File: src/hw/rtl/spq_pkg.sv
// ----------------------------------------------------------------------------
// spq_pkg
// Shared types and constants for the sorted priority queue.
// ----------------------------------------------------------------------------
package spq_pkg;

  localparam int unsigned ValueW    = 32;
  localparam int unsigned PriorityW = 8;
  localparam int unsigned CountW    = 5;
  localparam int unsigned StatusW   = 2;

  localparam logic CMD_ENQUEUE = 1'b0;
  localparam logic CMD_DEQUEUE = 1'b1;

  typedef enum logic [StatusW-1:0] {
    STATUS_DONE  = 2'd0,
    STATUS_FULL  = 2'd1,
    STATUS_EMPTY = 2'd2
  } spq_status_e;

  typedef struct packed {
    logic enq;
    logic deq;
  } spq_op_t;

endpackage

File: src/hw/rtl/spq_if.sv
// ----------------------------------------------------------------------------
// spq_in_if / spq_out_if
// Valid/ready channels carrying queue commands and queue results.
// ----------------------------------------------------------------------------
interface spq_in_if;
  import spq_pkg::*;

  logic                        valid;
  logic                        ready;
  logic                        cmd;
  logic signed [ValueW-1:0]    item_value;
  logic        [PriorityW-1:0] item_priority;

  modport source (output valid, cmd, item_value, item_priority, input ready);
  modport sink   (input valid, cmd, item_value, item_priority, output ready);
endinterface

interface spq_out_if;
  import spq_pkg::*;

  logic                        valid;
  logic                        ready;
  logic signed [ValueW-1:0]    head_value;
  logic        [PriorityW-1:0] head_priority;
  logic                        head_valid;
  logic        [CountW-1:0]    entry_count;
  logic        [StatusW-1:0]   status;

  modport source (output valid, head_value, head_priority, head_valid, entry_count, status,
                  input ready);
  modport sink   (input valid, head_value, head_priority, head_valid, entry_count, status,
                  output ready);
endinterface

File: src/hw/rtl/sorted_priority_queue_core.sv
// ----------------------------------------------------------------------------
// sorted_priority_queue_core
// Bounded priority queue held in sorted order in a row of shifting cells.
//
// Input channel in_i carries one command per transaction: enqueue a value
// with a priority, or dequeue the head. Output channel out_o returns one
// result per command: head value and priority after the command, a head
// valid flag, the entry count and a status (done, full reject, empty).
// Every cell compares its priority with the incoming one and, in the same
// cycle, holds, takes the new entry or shifts from a neighbor, so a command
// is applied on acceptance and its result is presented on the next cycle.
// The result sits in the queue state plus a status register; in_i.ready is
// high while no result is pending or the pending one is being taken, so one
// command per cycle is sustained while out_o.ready stays high. A stalled
// receiver holds back new commands and the result stays stable.
// Reset empties the queue and drops any pending result; slot contents are
// not cleared and are never presented before being written.
// ----------------------------------------------------------------------------
module sorted_priority_queue_core #(
  parameter int unsigned CAPACITY      = 16,
  parameter int unsigned VALUE_BITS    = 32,
  parameter int unsigned PRIORITY_BITS = 8
) (
  input  logic       clk_i,
  input  logic       rst_ni,
  spq_in_if.sink     in_i,
  spq_out_if.source  out_o
);
  import spq_pkg::*;

  localparam int unsigned CntW  = $clog2(CAPACITY + 1);
  localparam int unsigned VExtW = (VALUE_BITS > ValueW) ? VALUE_BITS : ValueW;
  localparam int unsigned PExtW = (PRIORITY_BITS > PriorityW) ? PRIORITY_BITS : PriorityW;
  localparam int unsigned CExtW = (CntW > CountW) ? CntW : CountW;

  logic [CntW-1:0]          count_q, count_d;
  spq_status_e              status_q, status_d;
  logic                     out_valid_q;
  logic                     accept;
  logic                     full, empty;
  spq_op_t                  op;

  logic [VExtW-1:0]         in_value_ext;
  logic [PExtW-1:0]         in_priority_ext;
  logic [VALUE_BITS-1:0]    new_value;
  logic [PRIORITY_BITS-1:0] new_priority;

  logic [VALUE_BITS-1:0]    cell_value    [CAPACITY];
  logic [PRIORITY_BITS-1:0] cell_priority [CAPACITY];
  logic                     cell_keep     [CAPACITY];

  logic [VExtW-1:0]         head_value_ext;
  logic [PExtW-1:0]         head_priority_ext;
  logic [CExtW-1:0]         count_ext;

  assign full   = (count_q == CntW'(CAPACITY));
  assign empty  = (count_q == '0);
  assign in_i.ready = !out_valid_q || out_o.ready;
  assign accept = in_i.valid && in_i.ready;

  assign op.enq = accept && (in_i.cmd == CMD_ENQUEUE) && !full;
  assign op.deq = accept && (in_i.cmd == CMD_DEQUEUE) && !empty;

  assign in_value_ext    = VExtW'($unsigned(in_i.item_value));
  assign in_priority_ext = PExtW'(in_i.item_priority);
  assign new_value       = in_value_ext[VALUE_BITS-1:0];
  assign new_priority    = in_priority_ext[PRIORITY_BITS-1:0];

  for (genvar i = 0; i < CAPACITY; i++) begin : g_cell
    logic                     prev_keep;
    logic [VALUE_BITS-1:0]    left_value, right_value;
    logic [PRIORITY_BITS-1:0] left_priority, right_priority;

    if (i == 0) begin : g_first
      assign prev_keep     = 1'b1;
      assign left_value    = new_value;
      assign left_priority = new_priority;
    end else begin : g_inner_left
      assign prev_keep     = cell_keep[i-1];
      assign left_value    = cell_value[i-1];
      assign left_priority = cell_priority[i-1];
    end

    if (i == CAPACITY - 1) begin : g_last
      assign right_value    = '0;
      assign right_priority = '0;
    end else begin : g_inner_right
      assign right_value    = cell_value[i+1];
      assign right_priority = cell_priority[i+1];
    end

    spq_cell #(
      .VALUE_BITS    (VALUE_BITS),
      .PRIORITY_BITS (PRIORITY_BITS)
    ) u_cell (
      .clk_i            (clk_i),
      .op_i             (op),
      .occupied_i       (count_q > CntW'(i)),
      .prev_keep_i      (prev_keep),
      .new_value_i      (new_value),
      .new_priority_i   (new_priority),
      .left_value_i     (left_value),
      .left_priority_i  (left_priority),
      .right_value_i    (right_value),
      .right_priority_i (right_priority),
      .keep_o           (cell_keep[i]),
      .value_o          (cell_value[i]),
      .priority_o       (cell_priority[i])
    );
  end

  always_comb begin
    count_d  = count_q;
    status_d = status_q;
    if (accept) begin
      status_d = STATUS_DONE;
      if (in_i.cmd == CMD_ENQUEUE) begin
        if (full) begin
          status_d = STATUS_FULL;
        end else begin
          count_d = count_q + CntW'(1);
        end
      end else begin
        if (empty) begin
          status_d = STATUS_EMPTY;
        end else begin
          count_d = count_q - CntW'(1);
        end
      end
    end
  end

  always_ff @(posedge clk_i or negedge rst_ni) begin
    if (!rst_ni) begin
      count_q     <= '0;
      status_q    <= STATUS_DONE;
      out_valid_q <= 1'b0;
    end else begin
      count_q  <= count_d;
      status_q <= status_d;
      if (accept) begin
        out_valid_q <= 1'b1;
      end else if (out_o.ready) begin
        out_valid_q <= 1'b0;
      end
    end
  end

  assign head_value_ext    = VExtW'(cell_value[0]);
  assign head_priority_ext = PExtW'(cell_priority[0]);
  assign count_ext         = CExtW'(count_q);

  assign out_o.valid         = out_valid_q;
  assign out_o.head_value    = empty ? '0 : $signed(head_value_ext[ValueW-1:0]);
  assign out_o.head_priority = empty ? '0 : head_priority_ext[PriorityW-1:0];
  assign out_o.head_valid    = !empty;
  assign out_o.entry_count   = count_ext[CountW-1:0];
  assign out_o.status        = status_q;

endmodule

File: src/hw/rtl/spq_cell.sv
// ----------------------------------------------------------------------------
// spq_cell
// One queue slot. Holds, takes the new entry, or shifts from a neighbor.
// ----------------------------------------------------------------------------
module spq_cell #(
  parameter int unsigned VALUE_BITS    = 32,
  parameter int unsigned PRIORITY_BITS = 8
) (
  input  logic                     clk_i,
  input  spq_pkg::spq_op_t         op_i,
  input  logic                     occupied_i,
  input  logic                     prev_keep_i,
  input  logic [VALUE_BITS-1:0]    new_value_i,
  input  logic [PRIORITY_BITS-1:0] new_priority_i,
  input  logic [VALUE_BITS-1:0]    left_value_i,
  input  logic [PRIORITY_BITS-1:0] left_priority_i,
  input  logic [VALUE_BITS-1:0]    right_value_i,
  input  logic [PRIORITY_BITS-1:0] right_priority_i,
  output logic                     keep_o,
  output logic [VALUE_BITS-1:0]    value_o,
  output logic [PRIORITY_BITS-1:0] priority_o
);
  import spq_pkg::*;

  logic [VALUE_BITS-1:0]    value_q, value_d;
  logic [PRIORITY_BITS-1:0] priority_q, priority_d;

  // Entries of equal or higher priority stay ahead of a new one.
  assign keep_o = occupied_i && (priority_q >= new_priority_i);

  always_comb begin
    value_d    = value_q;
    priority_d = priority_q;
    if (op_i.enq) begin
      if (!keep_o) begin
        if (prev_keep_i) begin
          value_d    = new_value_i;
          priority_d = new_priority_i;
        end else begin
          value_d    = left_value_i;
          priority_d = left_priority_i;
        end
      end
    end else if (op_i.deq) begin
      value_d    = right_value_i;
      priority_d = right_priority_i;
    end
  end

  always_ff @(posedge clk_i) begin
    value_q    <= value_d;
    priority_q <= priority_d;
  end

  assign value_o    = value_q;
  assign priority_o = priority_q;

endmodule

File: src/flat_wrapper.sv
// flat-port wrapper written by rule: the top's interface ports become plain ports
module sorted_priority_queue_core_flat import spq_pkg::*;
#(
  parameter int unsigned CAPACITY      = 16,
  parameter int unsigned VALUE_BITS    = 32,
  parameter int unsigned PRIORITY_BITS = 8
)
  (clk_i, rst_ni, in_i_valid, in_i_cmd, in_i_item_value, in_i_item_priority, in_i_ready, out_o_valid, out_o_head_value, out_o_head_priority, out_o_head_valid, out_o_entry_count, out_o_status, out_o_ready);
  spq_in_if in_i_i ();
  spq_out_if out_o_i ();
  input  logic clk_i;
  input  logic rst_ni;
  input wire logic [$bits(in_i_i.valid)-1:0] in_i_valid;
  input wire logic [$bits(in_i_i.cmd)-1:0] in_i_cmd;
  input wire logic [$bits(in_i_i.item_value)-1:0] in_i_item_value;
  input wire logic [$bits(in_i_i.item_priority)-1:0] in_i_item_priority;
  output wire logic [$bits(in_i_i.ready)-1:0] in_i_ready;
  output wire logic [$bits(out_o_i.valid)-1:0] out_o_valid;
  output wire logic [$bits(out_o_i.head_value)-1:0] out_o_head_value;
  output wire logic [$bits(out_o_i.head_priority)-1:0] out_o_head_priority;
  output wire logic [$bits(out_o_i.head_valid)-1:0] out_o_head_valid;
  output wire logic [$bits(out_o_i.entry_count)-1:0] out_o_entry_count;
  output wire logic [$bits(out_o_i.status)-1:0] out_o_status;
  input wire logic [$bits(out_o_i.ready)-1:0] out_o_ready;
  assign in_i_i.valid = in_i_valid;
  assign in_i_i.cmd = in_i_cmd;
  assign in_i_i.item_value = in_i_item_value;
  assign in_i_i.item_priority = in_i_item_priority;
  assign in_i_ready = in_i_i.ready;
  assign out_o_valid = out_o_i.valid;
  assign out_o_head_value = out_o_i.head_value;
  assign out_o_head_priority = out_o_i.head_priority;
  assign out_o_head_valid = out_o_i.head_valid;
  assign out_o_entry_count = out_o_i.entry_count;
  assign out_o_status = out_o_i.status;
  assign out_o_i.ready = out_o_ready;
  sorted_priority_queue_core #(.CAPACITY(CAPACITY), .VALUE_BITS(VALUE_BITS), .PRIORITY_BITS(PRIORITY_BITS)) u_core (.clk_i(clk_i), .rst_ni(rst_ni), .in_i(in_i_i), .out_o(out_o_i));
endmodule
File: config.mk
export PLATFORM = sky130hd
export DESIGN_NAME = sorted_priority_queue_core_flat
export DESIGN_NICKNAME = d
export VERILOG_FILES = /design/src/hw/rtl/spq_pkg.sv /design/src/hw/rtl/spq_if.sv /design/src/hw/rtl/sorted_priority_queue_core.sv /design/src/hw/rtl/spq_cell.sv /design/src/flat_wrapper.sv
export SDC_FILE = /design/constraint.sdc
export NUM_CORES = 2
export LEC_CHECK = 0
export BUFFER_PORTS_ARGS = -buffer_cell sky130_fd_sc_hd__buf_2
export CAP_MARGIN = 15
export CORE_MARGIN = 4
export CORE_UTILIZATION = 54
export CTS_CLUSTER_DIAMETER = 40
export CTS_CLUSTER_SIZE = 14
export DETAILED_ROUTE_END_ITERATION = 6
export MAX_ROUTING_LAYER = met4
export PLACE_DENSITY = 0.72
export SLEW_MARGIN = 20
export SYNTH_ARGS = -nofsm -noshare
export SYNTH_HDL_FRONTEND = slang
export SYNTH_SLANG_ARGS = --single-unit
File: constraint.sdc
create_clock -name clk_i -period 7.28 [get_ports clk_i]
set_clock_uncertainty 0.1 [all_clocks]
set_input_delay 1.456 -clock clk_i [delete_from_list [all_inputs] [get_ports clk_i]]
set_output_delay 1.456 -clock clk_i [all_outputs]
set_load 0.02 [all_outputs]
==> results.py <==
metrics = {
    "sta": {
        "timing.final.max_slew_violations": 0,
        "layout_worst_path_cycle_share_pct": 72.8,
        "fmax_mhz": 189,
        "finalCriticalPeriod_ns": 5.30,
        "setup_tns_ns": 0,
        "worst_hold_slack_ns": 0.415,
        "setup_viol": 0,
        "max_slew.worst_pin.slew_ns": 1.14,
        "relative_slew_margins_pct": 23.9,
        "grt_setup_unrepaired": "no",
        "hold_violations": 0,
        "post-route-worst-setup-slack_ns": 1.98,
    },
    "logic_synthesis": {
        "synthesis.nets": 3343,
        "ys_seq_area_share_pct": 53.0,
        "ys.flop_type": "sky130_fd_sc_hd__edfxtp_1",
        "synth_cell_types": 55,
        "ys_ff_latch": 648,
        "post_synth.cell_area_avg_um2": 11.6,
        "ys_warn_count": 0,
        "netlist_area_um2": 36600,
        "synth_enable_flop_cells": 640,
        "syn_inst": 3164,
        "postSynth.asyncResetShare_pct": 1.23,
    },
    "critical_path": {
        "critPathArrivalTime_ns": 5.56,
        "critical_path_launch_point": "in_i_item_priority[2]",
        "criticalPathCategory": "primary input to flop",
        "r2r_worst_path_depth": 7,
        "reg2reg_slack_ns": 3.04,
        "launching_point_of_the_worst_reg2reg_path": "u_core.out_o.entry_count[1]",
        "cp-end-kind": "flop",
        "timing.critical_path.required_ns": 7.55,
        "setup.worst_path.end": "u_core.g_cell[12].u_cell.priority_o[7]",
        "worst_r2r_endpoint": "u_core.g_cell[7].u_cell.value_o[20]",
        "timing.critical_path.from_type": "primary input",
        "critical_path.max_fanout": 41,
    },
    "clock_network": {
        "tritoncts.num_buffers": 109,
        "cts_root_buffer": "sky130_fd_sc_hd__clkbuf_16",
        "clk_transition_reported_paths_ns": 0.05,
        "cts_repair_resize_count": 0,
        "cts_tree": "done",
        "clk_latency_ns": 0.67,
        "clock_tree.htree_level_count": 3,
        "clock_sink_count": 648,
        "cts.path.max_buffers": 3,
        "holdBufCountCts": 0,
        "postCtsSetupRepairBufs": 0,
    },
    "layout": {
        "fin_util_pct": 62.0,
        "layout.cell_area.non_filler_um2": 41700,
        "nets": 3245,
        "layout-area-overhead-vs-synth_pct": 13.7,
        "layout_cells_sized_above_1_pct": 15.7,
        "final-instance-count-excl-fill": 4033,
        "fillCellCount": 5124,
    },
    "hold_path": {
        "timing.hold.worst.class": "flop to flop",
    },
    "routing": {
        "detail_route.wirelength_mm": 131,
        "routed_antenna_nets": 0,
        "avgViaCountPerCell": 7.82,
        "detail_route.iter0.violations": 4930,
        "drc": 1,
        "number_of_vias_in_the_routed_layout": 31500,
        "detailedRoute.firstPassIterationCount": 7,
        "route.detailed.wl_per_inst_um": 32.4,
    },
    "die": {
        "ios": 95,
        "core_um2": 67200,
        "die_h_um": 268,
        "fp.dieArea_um2": 72100,
        "start_util_pct": 54.5,
        "placementRows": 95,
        "die_x_um": 268,
    },
    "global_route": {
        "via_count_of_the_first_global_routing_pass": 31300,
        "overall_global_routing_resource_usage_pct": 36.4,
        "grt_pass1_wl_mm": 195,
        "antenna_found_initial": 3,
        "overflow": 0,
        "grt_max_degree": 195,
    },
    "placement": {
        "placed_cells": 3827,
        "dp_hpwl_mm": 76.8,
        "gpl.final_weighted_congestion": 0.974,
        "io_buffers": 94,
        "pre_cts_slack_ns": 1.46,
        "placed_cell_area_um2": 37800,
    },
    "power": {
        "irDropWorstVdd_mv": 0.227,
        "leakage_nw": 14.3,
        "pwr_density_cell_nw_per_um2": 363,
        "final_total_pwr_mw": 15.1,
    },
    "status": {
        "run_status": "finished, violations left",
        "failed_checks": "DRC",
    },
    "job": {
        "maxCapViolations": 0,
    },
}
==> state kept, by name (all words and copies together), names as in the netlist <==
name and flops:
u_core.g_cell.u_cell.priority_o 128, u_core.g_cell.u_cell.value_o 512, u_core.out_o.entry_count 5, u_core.out_o.status 2, u_core.out_o.valid 1
==> cells by family (layout without fill, tap and decap cells) <==
group,count (synthesis),count (layout),synth area share [%]
xor gates and xnor gates,4,4,0.0956
AOI/OAI and AO/OA,1514,1514,31.1
and+or+nand+nor,388,388,5.44
buffers and inverters,435,430,4.62
DFF,648,648,53.0
muxes,41,41,1.12
other,0,1,0
adders and majority gates,134,134,4.58
==> Yosys cell counts (3+ instances only) <==
cell type | number | share of area, %
sky130_fd_sc_hd__buf_1 | 29 | 0.30
sky130_fd_sc_hd__a31oi_1 | 15 | 0.26
sky130_fd_sc_hd__nor2_1 | 23 | 0.24
sky130_fd_sc_hd__and4_1 | 8 | 0.19
sky130_fd_sc_hd__ha_1 | 134 | 4.6
sky130_fd_sc_hd__mux2i_1 | 40 | 1.1
sky130_fd_sc_hd__a211o_1 | 26 | 0.62
sky130_fd_sc_hd__edfxtp_1 | 640 | 52
sky130_fd_sc_hd__o211ai_1 | 20 | 0.41
sky130_fd_sc_hd__nor3b_1 | 34 | 0.70
sky130_fd_sc_hd__o211a_1 | 8 | 0.22
sky130_fd_sc_hd__a31o_1 | 178 | 4.3
sky130_fd_sc_hd__dfrtp_1 | 8 | 0.55
sky130_fd_sc_hd__clkbuf_1 | 316 | 3.2
sky130_fd_sc_hd__a32oi_1 | 256 | 6.1
sky130_fd_sc_hd__a31o_2 | 86 | 2.1
sky130_fd_sc_hd__buf_2 | 47 | 0.64
sky130_fd_sc_hd__nand4_1 | 6 | 0.10
sky130_fd_sc_hd__a21o_1 | 16 | 0.33
sky130_fd_sc_hd__o31a_1 | 40 | 0.96
sky130_fd_sc_hd__o311ai_1 | 4 | 0.096
sky130_fd_sc_hd__and2_1 | 42 | 0.72
sky130_fd_sc_hd__xnor2_1 | 3 | 0.072
sky130_fd_sc_hd__o21ai_0 | 325 | 4.4
sky130_fd_sc_hd__o21a_1 | 41 | 0.84
sky130_fd_sc_hd__nand2b_1 | 63 | 1.1
sky130_fd_sc_hd__inv_1 | 43 | 0.44
sky130_fd_sc_hd__o21ai_1 | 209 | 2.9
sky130_fd_sc_hd__a21oi_1 | 15 | 0.20
sky130_fd_sc_hd__nor3_1 | 9 | 0.12
sky130_fd_sc_hd__a32o_1 | 264 | 7.2
sky130_fd_sc_hd__nand2_1 | 185 | 1.9
==> worst max-delay path, stage by stage <==
cell	delay, ns
sky130_fd_sc_hd__buf_2	0.22
sky130_fd_sc_hd__inv_1	0.75
sky130_fd_sc_hd__ha_1	0.39
sky130_fd_sc_hd__a211o_1	0.26
sky130_fd_sc_hd__a31oi_1	0.25
sky130_fd_sc_hd__o211ai_1	0.14
sky130_fd_sc_hd__buf_4	0.34
sky130_fd_sc_hd__nand2b_1	0.42
sky130_fd_sc_hd__a21o_2	0.97
sky130_fd_sc_hd__buf_4	0.35
==> worst min path at each step <==
stage,start,endpoint,slack (ns),cells past startpoint
detailed placement,u_core.out_o.status[0],u_core.out_o.status[0],0.40,1
CTS,u_core.out_o.status[0],u_core.out_o.status[0],0.41,1
global placement,u_core.out_o.status[1],u_core.out_o.status[1],0.39,2
floorplan,u_core.g_cell[1].u_cell.value_o[0],u_core.g_cell[0].u_cell.value_o[0],0.42,2
finish,u_core.out_o.status[0],u_core.out_o.status[0],0.41,1
global route,u_core.out_o.status[0],u_core.out_o.status[0],0.44,1
==> where the power goes <==
group	switching (mW)	total, mW	leakage (nW)	internal (mW)
registers	0.431	5.44	6.15	5.01
logic	2.97	4.27	6.35	1.30
clock network	1.97	5.43	1.85	3.45
==> area by class of cell <==
class                      instances  area (µm²)  share of cell area, %
inverter                          43         161                  0.387
timing repair buffer             183        1290                   3.11
sequential                       648       19400                   46.6
tap                              873        1090                   2.62
antenna                            1        2.50                0.00601
multi-input combinational       2081       15800                   38.0
clock buffer                     123        2820                   6.78
clock inverter                    81        1020                   2.44
==> cells in the final DEF (no fill, tap or decap), types with 42 or more instances in the layout <==
cell type,n
sky130_fd_sc_hd__and2_1,42
sky130_fd_sc_hd__o21ai_0,325
sky130_fd_sc_hd__buf_2,94
sky130_fd_sc_hd__buf_4,79
sky130_fd_sc_hd__inv_1,43
sky130_fd_sc_hd__nand2b_1,62
sky130_fd_sc_hd__a32oi_1,256
sky130_fd_sc_hd__ha_1,134
sky130_fd_sc_hd__a31o_2,86
sky130_fd_sc_hd__edfxtp_1,640
sky130_fd_sc_hd__a31o_1,178
sky130_fd_sc_hd__clkbuf_16,111
sky130_fd_sc_hd__o21ai_1,208
sky130_fd_sc_hd__a32o_1,264
sky130_fd_sc_hd__nand2_1,184
==> metal layers <==
metal  GRT usage [%]  share of wire (%)
met2            53.8                 45
met5               -                  0
met4            18.8                5.1
met1            46.7                 38
met3            9.23                 12
(Power assumes the default switching activity.)
